File: src/rtl/rgb24_to_yuv420_planar_defines.svh
// Assertion macros for the RGB24 to planar YUV 4:2:0 converter.
`ifndef RGB24_TO_YUV420_PLANAR_DEFINES_SVH
`define RGB24_TO_YUV420_PLANAR_DEFINES_SVH
`ifndef ASSERT_OFF
// clocked check, masked while reset is high
`define RGB_ASSERT(label, clk, rst, prop) \
   label: assert property (@(posedge clk) disable iff (rst) prop) \
      else $error("rgb24_to_yuv420_planar: assertion failed");
// clocked check, live through reset as well
`define RGB_ASSERT_ALWAYS(label, clk, prop) \
   label: assert property (@(posedge clk) prop) \
      else $error("rgb24_to_yuv420_planar: assertion failed");
`else
`define RGB_ASSERT(label, clk, rst, prop)
`define RGB_ASSERT_ALWAYS(label, clk, prop)
`endif
`endif

File: src/rtl/rgb2yuv_pkg.sv
// Shared types, constants and color math for the RGB24 to YUV 4:2:0 converter.
`timescale 1ns / 1ps
package rgb2yuv_pkg;

   // config register geometry
   localparam int CFG_W           = 13;
   localparam int CSR_ADDR_W      = 3;
   localparam int CSR_DATA_W      = 32;
   localparam int MAX_DIM_DEFAULT = 4096;
   localparam logic [CFG_W-1:0] WIDTH_RESET  = 13'd640;
   localparam logic [CFG_W-1:0] HEIGHT_RESET = 13'd480;

   // register index, taken from the word address bit
   localparam logic REG_FRAME_WIDTH  = 1'b0;
   localparam logic REG_FRAME_HEIGHT = 1'b1;

   // output offset widths
   localparam int LUMA_OFF_W   = 24;
   localparam int CHROMA_OFF_W = 25;

   // color sums fit in 18 signed bits
   localparam int SUM_W = 18;

   typedef enum logic [1:0] {
      CHROMA_NONE = 2'd0,
      CHROMA_U    = 2'd1,
      CHROMA_V    = 2'd2
   } chroma_kind_type;

   typedef struct packed {
      logic [7:0] red;
      logic [7:0] green;
      logic [7:0] blue;
   } pixel_type;

   typedef struct packed {
      logic [7:0]              luma;
      logic [LUMA_OFF_W-1:0]   luma_offset;
      chroma_kind_type         chroma_kind;
      logic [7:0]              chroma;
      logic [CHROMA_OFF_W-1:0] chroma_offset;
      logic                    frame_end;
   } yuv_type;

   // floor((sum + 128) / 256) + bias, clamped to a byte
   function automatic logic [7:0] scale_byte(input logic signed [SUM_W-1:0] sum,
                                             input logic signed [10:0] bias);
      logic signed [SUM_W-1:0] t;
      logic signed [SUM_W-9:0] q;
      logic signed [SUM_W-8:0] v;
      logic [7:0]              res;
      t = sum + 18'sd128;
      q = t[SUM_W-1:8];
      v = $signed({q[SUM_W-9], q}) + bias;
      if (v < 0) begin
         res = 8'd0;
      end else if (v > 11'sd255) begin
         res = 8'd255;
      end else begin
         res = v[7:0];
      end
      return res;
   endfunction

endpackage

File: src/rtl/rgb24_to_yuv420_planar.sv
// An accepted pixel enters the input register, then the result register that drives rsp_.
// Throughput: one pixel per clock unless rsp_ready stalls; both registers hold one item each.
// Frame area and chroma plane bases are registered in the cycle after a config write.
// Reset (synchronous, active high) empties both stages, zeroes all position counters
// and loads frame_width = 640, frame_height = 480.
`timescale 1ns / 1ps
`include "rgb24_to_yuv420_planar_defines.svh"
// Top level: streaming RGB24 to planar I420 converter with APB-style config port.
module rgb24_to_yuv420_planar #(
   parameter int MAX_DIM = rgb2yuv_pkg::MAX_DIM_DEFAULT
) (
   input  logic                                 clock,
   input  logic                                 reset,
   input  logic                                 req_valid,
   output logic                                 req_ready,
   input  rgb2yuv_pkg::pixel_type               req_pixel,
   output logic                                 rsp_valid,
   input  logic                                 rsp_ready,
   output rgb2yuv_pkg::yuv_type                 rsp_yuv,
   input  logic                                 psel,
   input  logic                                 penable,
   input  logic                                 pwrite,
   input  logic [rgb2yuv_pkg::CSR_ADDR_W-1:0]   paddr,
   input  logic [rgb2yuv_pkg::CSR_DATA_W-1:0]   pwdata,
   output logic [rgb2yuv_pkg::CSR_DATA_W-1:0]   prdata,
   output logic                                 pready
);
   import rgb2yuv_pkg::*;

   localparam int DIM_W   = (CFG_W > $clog2(MAX_DIM + 1)) ? CFG_W : $clog2(MAX_DIM + 1);
   localparam int CNT_W   = $clog2(MAX_DIM);
   localparam int PROD_W  = 2 * DIM_W;
   localparam int AREA5_W = PROD_W + 3;

   // config registers
   logic [CFG_W-1:0] width_cfg_ff;
   logic [CFG_W-1:0] height_cfg_ff;
   logic             csr_write;

   // saturated sizes and plane bases
   logic [DIM_W-1:0]        w_ext, h_ext, w_sat, h_sat;
   logic [PROD_W-1:0]       area;
   logic [AREA5_W-1:0]      area5;
   logic [CHROMA_OFF_W-1:0] u_base_ff, u_base_in;
   logic [CHROMA_OFF_W-1:0] v_base_ff, v_base_in;

   // pipeline stages
   logic      in_valid_ff;
   pixel_type in_pixel_ff;
   logic      rsp_valid_ff;
   yuv_type   rsp_yuv_ff, rsp_yuv_in;
   logic      adv;

   // frame position
   logic [CNT_W-1:0]        col_cnt_ff, col_cnt_in;
   logic [CNT_W-1:0]        row_cnt_ff, row_cnt_in;
   logic [LUMA_OFF_W-1:0]   pix_cnt_ff, pix_cnt_in;
   logic [CHROMA_OFF_W-1:0] u_cnt_ff, u_cnt_in;
   logic [CHROMA_OFF_W-1:0] v_cnt_ff, v_cnt_in;
   logic                    last_col, last_row;

   // color math
   logic signed [SUM_W-1:0] r_s, g_s, b_s;
   logic signed [SUM_W-1:0] y_sum, u_sum, v_sum;

   // config port
   assign csr_write = psel & penable & pwrite;
   assign pready    = 1'b1;

   always_ff @(posedge clock) begin
      if (reset) begin
         width_cfg_ff  <= WIDTH_RESET;
         height_cfg_ff <= HEIGHT_RESET;
      end else if (csr_write) begin
         case (paddr[CSR_ADDR_W-1])
            REG_FRAME_WIDTH:  width_cfg_ff  <= pwdata[CFG_W-1:0];
            REG_FRAME_HEIGHT: height_cfg_ff <= pwdata[CFG_W-1:0];
            default: ;
         endcase
      end
   end

   always_comb begin
      case (paddr[CSR_ADDR_W-1])
         REG_FRAME_WIDTH:  prdata = CSR_DATA_W'(width_cfg_ff);
         REG_FRAME_HEIGHT: prdata = CSR_DATA_W'(height_cfg_ff);
         default:          prdata = '0;
      endcase
   end

   // clip sizes to 2..MAX_DIM
   always_comb begin
      w_ext = DIM_W'(width_cfg_ff);
      h_ext = DIM_W'(height_cfg_ff);
      if (w_ext < DIM_W'(2)) w_sat = DIM_W'(2);
      else if (w_ext > DIM_W'(MAX_DIM)) w_sat = DIM_W'(MAX_DIM);
      else w_sat = w_ext;
      if (h_ext < DIM_W'(2)) h_sat = DIM_W'(2);
      else if (h_ext > DIM_W'(MAX_DIM)) h_sat = DIM_W'(MAX_DIM);
      else h_sat = h_ext;
   end

   // U plane at area, V plane at area*5/4 (bits above the offset width drop out)
   assign area      = PROD_W'(w_sat) * PROD_W'(h_sat);
   assign area5     = AREA5_W'(area) + (AREA5_W'(area) << 2);
   assign u_base_in = area[CHROMA_OFF_W-1:0];
   assign v_base_in = area5[CHROMA_OFF_W+1:2];

   always_ff @(posedge clock) begin
      u_base_ff <= u_base_in;
      v_base_ff <= v_base_in;
   end

   // handshake: stage 1 moves on when the result register is free or drains
   assign adv       = in_valid_ff && (!rsp_valid_ff || rsp_ready);
   assign req_ready = !in_valid_ff || adv;
   assign rsp_valid = rsp_valid_ff;
   assign rsp_yuv   = rsp_yuv_ff;

   always_ff @(posedge clock) begin
      if (reset) begin
         in_valid_ff  <= 1'b0;
         rsp_valid_ff <= 1'b0;
      end else begin
         if (req_ready) in_valid_ff <= req_valid;
         if (!rsp_valid_ff || rsp_ready) rsp_valid_ff <= in_valid_ff;
      end
   end

   always_ff @(posedge clock) begin
      if (req_valid && req_ready) in_pixel_ff <= req_pixel;
      if (adv) rsp_yuv_ff <= rsp_yuv_in;
   end

   // color sums
   always_comb begin
      r_s   = $signed({{(SUM_W-8){1'b0}}, in_pixel_ff.red});
      g_s   = $signed({{(SUM_W-8){1'b0}}, in_pixel_ff.green});
      b_s   = $signed({{(SUM_W-8){1'b0}}, in_pixel_ff.blue});
      y_sum = 18'sd66 * r_s + 18'sd129 * g_s + 18'sd25 * b_s;
      u_sum = 18'sd112 * b_s - 18'sd38 * r_s - 18'sd74 * g_s;
      v_sum = 18'sd112 * r_s - 18'sd94 * g_s - 18'sd18 * b_s;
   end

   // result and next frame position
   always_comb begin
      last_col = DIM_W'(col_cnt_ff) >= (w_sat - DIM_W'(1));
      last_row = DIM_W'(row_cnt_ff) >= (h_sat - DIM_W'(1));

      rsp_yuv_in.luma          = scale_byte(y_sum, 11'sd16);
      rsp_yuv_in.luma_offset   = pix_cnt_ff;
      rsp_yuv_in.chroma_kind   = CHROMA_NONE;
      rsp_yuv_in.chroma        = 8'd0;
      rsp_yuv_in.chroma_offset = '0;
      rsp_yuv_in.frame_end     = last_col && last_row;

      u_cnt_in = u_cnt_ff;
      v_cnt_in = v_cnt_ff;
      if (!col_cnt_ff[0] && !row_cnt_ff[0]) begin
         rsp_yuv_in.chroma_kind   = CHROMA_U;
         rsp_yuv_in.chroma        = scale_byte(u_sum, 11'sd128);
         rsp_yuv_in.chroma_offset = u_base_ff + u_cnt_ff;
         u_cnt_in                 = u_cnt_ff + 1'b1;
      end else if (!col_cnt_ff[0]) begin
         rsp_yuv_in.chroma_kind   = CHROMA_V;
         rsp_yuv_in.chroma        = scale_byte(v_sum, 11'sd128);
         rsp_yuv_in.chroma_offset = v_base_ff + v_cnt_ff;
         v_cnt_in                 = v_cnt_ff + 1'b1;
      end

      pix_cnt_in = pix_cnt_ff + 1'b1;
      col_cnt_in = col_cnt_ff + 1'b1;
      row_cnt_in = row_cnt_ff;
      if (last_col) begin
         col_cnt_in = '0;
         if (last_row) begin
            row_cnt_in = '0;
            pix_cnt_in = '0;
            u_cnt_in   = '0;
            v_cnt_in   = '0;
         end else begin
            row_cnt_in = row_cnt_ff + 1'b1;
         end
      end
   end

   always_ff @(posedge clock) begin
      if (reset) begin
         col_cnt_ff <= '0;
         row_cnt_ff <= '0;
         pix_cnt_ff <= '0;
         u_cnt_ff   <= '0;
         v_cnt_ff   <= '0;
      end else if (adv) begin
         col_cnt_ff <= col_cnt_in;
         row_cnt_ff <= row_cnt_in;
         pix_cnt_ff <= pix_cnt_in;
         u_cnt_ff   <= u_cnt_in;
         v_cnt_ff   <= v_cnt_in;
      end
   end

   // checks
   `RGB_ASSERT_ALWAYS(a_reset_empties, clock, $past(reset) |-> !rsp_valid && !in_valid_ff)
   `RGB_ASSERT(a_stall_means_full, clock, reset, !req_ready |-> in_valid_ff && rsp_valid_ff && !rsp_ready)
   `RGB_ASSERT(a_frame_wrap, clock, reset, (adv && last_col && last_row) |=> (col_cnt_ff == '0 && row_cnt_ff == '0 && pix_cnt_ff == '0 && u_cnt_ff == '0 && v_cnt_ff == '0))
   `RGB_ASSERT(a_no_chroma_zero, clock, reset, (rsp_valid_ff && rsp_yuv_ff.chroma_kind == CHROMA_NONE) |-> (rsp_yuv_ff.chroma == 8'd0 && rsp_yuv_ff.chroma_offset == '0))

endmodule

File: config.mk
export PLATFORM = sky130hd
export DESIGN_NAME = rgb24_to_yuv420_planar
export DESIGN_NICKNAME = d
export VERILOG_FILES = /design/src/rtl/rgb2yuv_pkg.sv /design/src/rtl/rgb24_to_yuv420_planar.sv
export VERILOG_INCLUDE_DIRS = /design/src /design/src/rtl
export SDC_FILE = /design/constraint.sdc
export NUM_CORES = 1
export LEC_CHECK = 0
export ABC_CLOCK_PERIOD_IN_PS = 12700
export BUFFER_PORTS_ARGS = -buffer_cell sky130_fd_sc_hd__buf_2
export CAP_MARGIN = 20
export CELL_PAD_IN_SITES_DETAIL_PLACEMENT = 0
export CELL_PAD_IN_SITES_GLOBAL_PLACEMENT = 1
export CORE_MARGIN = 2
export CORE_UTILIZATION = 53
export CTS_CLUSTER_SIZE = 16
export DETAILED_ROUTE_END_ITERATION = 7
export GPL_TIMING_DRIVEN = 0
export PLACE_DENSITY_LB_ADDON = 0.1
export RECOVER_POWER = 100
export REMOVE_ABC_BUFFERS = 1
export SYNTH_ARGS = -nofsm -noshare
export SYNTH_HDL_FRONTEND = slang
export SYNTH_SLANG_ARGS = --single-unit
File: constraint.sdc
create_clock -name clock -period 12.7 [get_ports clock]
set_input_delay 0 -clock clock [delete_from_list [all_inputs] [get_ports clock]]
set_output_delay 0 -clock clock [all_outputs]
set_load 0.03 [all_outputs]
== After elaboration in Yosys (flattened, before gate mapping) ==
Index checks and enable logic that the tools add are counted.

* Register bits after elaboration: 268
* Bits of input ports: 66
* Output and inout bits: 103
* Word-level logic and storage cells: 103

* $add $sub $neg: 22
* Multiply operators: 10
* Magnitude comparators: 12
* Multiplexer cells: 23
* Bitwise logic cells: 3
* Reduce and logical (&&, ||, !) cells: 13

{| class="wikitable"
|+ Operators by type and width
! kind !! count
|-
| 25-bit 2-to-1 mux || 7
|-
| 32-bit one-hot mux with 2 select lines || 1
|-
| 13-bit 2-to-1 mux || 4
|-
| 25-bit by 1-bit adder with 25-bit output, second input constant || 2
|-
| 25-bit adder || 2
|-
| 24-bit 2-to-1 mux || 2
|-
| 6-bit by 8-bit multiplier with 14-bit output, first input constant || 3
|-
| 8-bit 2-to-1 mux || 5
|-
| 17-bit by 9-bit adder with 18-bit output, second input constant || 2
|-
| 35-bit 2-to-1 mux || 1
|-
| 11-bit by 9-bit > comparator with 1-bit output, second input constant || 3
|-
| 11-bit by 1-bit < comparator with 1-bit output, second input constant || 3
|-
| 33-bit 2-to-1 mux || 1
|-
| 26-bit by 27-bit adder with 27-bit output || 1
|-
| 12-bit by 13-bit >= comparator with 1-bit output || 2
|-
| 13-bit > comparator, second input constant || 2
|-
| 13-bit by 2-bit < comparator with 1-bit output, second input constant || 2
|-
| 13-bit by 13-bit multiplier with 26-bit output || 1
|-
| 5-bit by 8-bit multiplier with 13-bit output, first input constant || 2
|-
| 13-bit by 1-bit subtractor with 13-bit output, second input constant || 2
|-
| 12-bit by 1-bit adder with 12-bit output, second input constant || 2
|-
| 24-bit by 1-bit adder with 24-bit output, second input constant || 1
|-
| 12-bit 2-to-1 mux || 2
|-
| 10-bit by 9-bit adder with 11-bit output, second input constant || 2
|-
| other kinds (17) || 28
|}

== Longest topological paths before layout ==
* Word-level depth: 10
* Gate-level depth with buffers: 35
* Gate-level depth less buffers: 34

== Worst setup path before layout ==
OpenSTA, ideal clock, no wires.

* Path type: register to register
* Start: register width_cfg_ff[7], in the netlist w_ext[7]
* End: register v_base_ff[24]
* Library setup time: 0.127 ns
* Arrival: 8.408 ns
* Required time: 12.573 ns
* Path slack: 4.166 ns
* Stages on the path, launching flop included: 35
* Path buffers: 2
* Clock period less this slack: 8.534 ns
* Cells stage by stage: dfxtp_1 > or4_1 > or4_1 > nor3_2 > inv_2 > o21ai_1 > buf_2 > and2_1 > buf_2 > nand2_1 > fa_1 > inv_1 > fa_1 > fa_1 > fa_1 > inv_1 > fa_1 > inv_1 > ha_1 > or4_1 > o211a_1 > o31ai_1 > a21boi_0 > o21ai_0 > nand2b_1 > a21oi_1 > xnor2_1 > ha_1 > or2_2 > nand2_1 > a21oi_1 > a41o_1 > o41ai_1 > o21ai_1 > xor2_1

* Cells in the longest elaborated chain, start to end: 5
* Elaborated cells between the ends (all ways): 6
* Those cells by class: add/sub: 1; mul: 1; order compare: 2; mux: 2

{| class="wikitable"
|+ Ends and longest elaborated chain
! item !! RTL line !! RTL
|-
| start: declaration || rgb24_to_yuv420_planar.sv:36 || <nowiki>logic [CFG_W-1:0] width_cfg_ff;</nowiki>
|-
| start signal: assignment || rgb24_to_yuv420_planar.sv:76 || <nowiki>REG_FRAME_WIDTH: width_cfg_ff <= pwdata[CFG_W-1:0];</nowiki>
|-
| 13-bit > comparator || rgb24_to_yuv420_planar.sv:96 || <nowiki>else if (w_ext > DIM_W'(MAX_DIM)) w_sat = DIM_W'(MAX_DIM);</nowiki>
|-
| 13-bit 2-to-1 mux || rgb24_to_yuv420_planar.sv:96 ||
|-
| 13-bit 2-to-1 mux (*) || rgb24_to_yuv420_planar.sv:95 || <nowiki>if (w_ext < DIM_W'(2)) w_sat = DIM_W'(2);</nowiki>
|-
| 13-bit by 13-bit multiplier with 26-bit output (*) || rgb24_to_yuv420_planar.sv:104 || <nowiki>assign area = PROD_W'(w_sat) * PROD_W'(h_sat);</nowiki>
|-
| via area[18] || rgb24_to_yuv420_planar.sv:42 || <nowiki>logic [PROD_W-1:0] area;</nowiki>
|-
| 26-bit by 27-bit adder with 27-bit output (*) || rgb24_to_yuv420_planar.sv:105 || <nowiki>assign area5 = AREA5_W'(area) + (AREA5_W'(area) << 2);</nowiki>
|-
| via area5[26] || rgb24_to_yuv420_planar.sv:43 || <nowiki>logic [AREA5_W-1:0] area5;</nowiki>
|-
| end signal: assignment || rgb24_to_yuv420_planar.sv:111 || <nowiki>v_base_ff <= v_base_in;</nowiki>
|-
| end: declaration || rgb24_to_yuv420_planar.sv:45 || <nowiki>logic [CHROMA_OFF_W-1:0] v_base_ff, v_base_in;</nowiki>
|}

Mark *: on every way through the listed nets, which the timed path passes. The rest lies on a longest branch.
A chain may end at the register's enable or synchronous reset.

== Worst setup path after layout ==
* Start: register height_cfg_ff[2], in the netlist h_ext[2]
* End: register v_base_ff[24]

* Cells in the longest elaborated chain, start to end: 5
* Elaborated cells between the ends (all ways): 6
* Those cells by class: add/sub: 1; mul: 1; order compare: 2; mux: 2

{| class="wikitable"
|+ Ends and longest elaborated chain
! item !! RTL line !! RTL
|-
| start: declaration || rgb24_to_yuv420_planar.sv:37 || <nowiki>logic [CFG_W-1:0] height_cfg_ff;</nowiki>
|-
| start signal: assignment || rgb24_to_yuv420_planar.sv:77 || <nowiki>REG_FRAME_HEIGHT: height_cfg_ff <= pwdata[CFG_W-1:0];</nowiki>
|-
| 13-bit > comparator || rgb24_to_yuv420_planar.sv:99 || <nowiki>else if (h_ext > DIM_W'(MAX_DIM)) h_sat = DIM_W'(MAX_DIM);</nowiki>
|-
| 13-bit 2-to-1 mux || rgb24_to_yuv420_planar.sv:99 ||
|-
| 13-bit 2-to-1 mux (*) || rgb24_to_yuv420_planar.sv:98 || <nowiki>if (h_ext < DIM_W'(2)) h_sat = DIM_W'(2);</nowiki>
|-
| 13-bit by 13-bit multiplier with 26-bit output (*) || rgb24_to_yuv420_planar.sv:104 ||
|-
| via area[18] || rgb24_to_yuv420_planar.sv:42 ||
|-
| 26-bit by 27-bit adder with 27-bit output (*) || rgb24_to_yuv420_planar.sv:105 ||
|-
| via area5[26] || rgb24_to_yuv420_planar.sv:43 ||
|}

Marked as above.

==> impl_metrics.py <==
metrics = {
    "clocking": {
        "cts-htree-levels": 1,
        "cts_buffers": 31,
        "clk_pin_slew_ps": 60,
        "cts_tree": "done",
        "clock_sinks": 268,
        "cts_resized": 0,
        "clk_latency_ps": 600,
        "clockBufferDepth": 3,
        "cts-root-buf": "clkbuf_16",
    },
    "power_and_ir_drop": {
        "leakage_nw": 14.1,
        "ir_worst_vdd_mv": 0.343,
        "power.density_mw_per_mm2": 215,
        "power_mw": 6.46,
    },
    "hold_path": {
        "hold_path.class": "input port to register",
        "whs_path_depth": 5,
        "hp-start": "pwrite",
        "min_to": "w_ext[1]",
    },
    "final_layout": {
        "diodes": 0,
        "syn2layout_area_growth_pct": 9.41,
        "drive_gt1_frac": 0.0411,
        "nNetsFinal": 3896,
    },
    "floorplanning": {
        "rows": 83,
        "ios": 169,
        "die_area_mm2": 0.0536,
        "core_mm2": 0.0512,
        "die_x_um": 232,
        "initial_core_util": 0.536,
        "dieHeight_um": 232,
    },
    "setup_path": {
        "required_ps": 13170,
        "r2r_start": "h_ext[2]",
        "critPathLaunchType": "register",
        "worstSetupEndpointType": "register",
        "path_delay_family": "adder cells",
        "cp_slowest_stage_delay_ps": 810,
        "r2r_cells": 30,
        "crit_top_cell": "fa_1",
        "crit_fanout": 13,
        "cp_data_arrival_time_ps": 10810,
        "crit_path_top_delay_cell": "nor4_1",
        "critPathKind": "register to register",
        "reg2reg_to": "v_base_ff[24]",
        "critPathBufInv": 3,
        "regToRegSetupSlack_ps": 2360,
        "setup.worst_path.start": "h_ext[2]",
    },
    "sta": {
        "max_freq_ghz": 0.0967,
        "fin_ws_ps": 2360,
        "setup_viol": 0,
        "rsz0062_at_grt": "no",
        "period_share": 0.814,
        "skew_ps": 8.23,
        "final_hold_viol_count": 0,
        "post-route-min-period_ps": 10340,
        "slew_viol_final": 106,
        "slew_headroom": -1.26,
        "worstMarginPinSlew_ps": 3390,
        "finalSetupTns_ps": 0,
    },
    "logic_synthesis": {
        "synth.most_common_cell": "ha_1",
        "synthTopCellsByArea": "ha_1, fa_1, dfxtp_1",
        "async_flop_share": 0,
        "yosys.area.top_type": "ha_1",
        "synth_seq_area_share": 0.229,
        "yosysWarnings": 0,
        "synthTopCellsByCount": "ha_1, inv_1, nor2_1",
        "yosysTopAreaCellShare": 0.194,
        "synth-edff-count": 92,
        "syn_inst": 3068,
        "synthFlopType": "dfxtp_1",
        "synth.distinct_cells": 80,
        "syn_avg_cell_area_um2": 8.94,
        "ys_ff_latch": 268,
        "synth_area_mm2": 0.0274,
    },
    "drt": {
        "drcViolationCount": 0,
        "routed_wl_um": 66800,
        "first_pass_iters": 6,
        "drtAntennaViolNets": 0,
        "num_vias": 21600,
        "wl_per_cell_um": 17.1,
        "drtIter0Drc": 1368,
        "via_per_inst": 5.52,
    },
    "global_routing": {
        "antenna_found_initial": 0,
        "grtUsageTotal": 0.255,
        "grt_overflow": 0,
        "grt_pass1_vias": 21900,
        "grt_max_degree": 57,
        "grt_pass1_wl_um": 110000,
    },
    "placed_design": {
        "port_buffers": 127,
        "dp_slack_ps": 2920,
        "gp_congestion": 0.880,
        "hpwlAfterDp_um": 52300,
    },
    "run_status": {
        "status": "complete, but fails checks",
        "violations": "capacitance limit, slew limit",
    },
    "run": {
        "cap_violations": 3,
    },
}
## layout make-up
| cell class | instances | area (µm²) |
|---|---|---|
| Timing Repair Buffer | 182 | 1040 |
| Clock buffer | 42 | 915 |
| Tap cell | 680 | 851 |
| Clock inverter | 16 | 181 |
| Sequential cell | 268 | 6290 |
| Fill cell | 4640 | 21200 |
| Inverter | 370 | 1390 |
| Multi-Input combinational cell | 2359 | 19300 |
## logic make-up after synthesis
| logic type | count (synthesis) | share of synthesized area |
|---|---|---|
| and+or+nand+nor | 919 | 0.155 |
| DFF | 268 | 0.229 |
| buffers and inverters | 459 | 0.0661 |
| muxes | 19 | 0.00753 |
| other | 2 | 0.000274 |
| xor gates and xnor gates | 275 | 0.0878 |
| adders and majority gates | 618 | 0.334 |
| AOI/OAI and AO/OA | 508 | 0.120 |
## where the power goes
part,internal [mW],switching [mW],total [mW]
clock network,0.569,0.386,0.955
registers,1.04,0.0542,1.10
logic,1.86,2.55,4.41
## per-layer routing
metal	vias up	routed length, µm	track usage	part of all wire
met5	-	0	0	0
met4	0	1760	0.0742	0.026
met3	115	3200	0.0388	0.048
met2	488	31900	0.442	0.48
met1	10400	30000	0.329	0.45
li1	10600	-	-	-
## through the flow
step | hold slack, ps | std cells | utilization | cell area [µm²]
6_report | 26.7 | 3917 | 0.586 | 30000
4_1_cts | 10.6 | 3913 | 0.591 | 30300
5_1_grt | 76.4 | 3917 | 0.586 | 30000
3_5_place_dp | 178 | 3812 | 0.561 | 28700
2_1_floorplan | 69.1 | 2997 | - | 27100
3_3_place_gp | 176 | 3804 | 0.558 | 28600
## worst reg2reg max path, delay by kind of cell (launching register included)
family / cells / cell delay (ps)
and+or+nand+nor: 8 / 3140
buffers and inverters: 3 / 150
adders and majority gates: 7 / 3200
xor gates and xnor gates: 2 / 410
AOI/OAI and AO/OA: 10 / 2930
DFF: 1 / 380
## sequential cells by signal, indices dropped and copies added (netlist names), 12 cells and up
name	flops
col_cnt_ff	12
h_ext	13
pix_cnt_ff	24
row_cnt_ff	12
rsp_yuv	68
u_base_ff	25
u_cnt_ff	25
v_base_ff	25
v_cnt_ff	25
w_ext	13
## worst max-delay path by stage
stage | end | slack (ps) | cells after the start
CTS | v_base_ff[24] | 2860 | 32
finish | v_base_ff[24] | 2360 | 30
global placement | v_cnt_ff[3] | -30 | 14
global route | v_base_ff[24] | 1600 | 30
floorplan | v_base_ff[24] | 4020 | 32
detailed placement | v_base_ff[24] | 2920 | 32
## cell usage in the layout, fill, tap and decap left out, types with 34 or more instances in the layout
master	n
clkbuf_16	34
clkbuf_1	98
o21ai_0	86
ha_1	426
xnor2_1	170
a21oi_1	170
nand3_1	69
buf_2	41
xor2_1	105
fa_1	192
edfxtp_1	92
nor3_1	41
nor2b_1	38
dlygate4sd3_1	43
inv_1	364
nand2_1	287
nor2_1	295
a21o_1	54
dfxtp_1	176
nand4_1	36
## what timing repair did
action / 4_1_cts / 5_1_grt
hold endpoints to repair: 56 / 0
buffers inserted: 0 / 0
hold buffers: 43 / 0
Note: power is estimated with default switching activity, not from simulation.
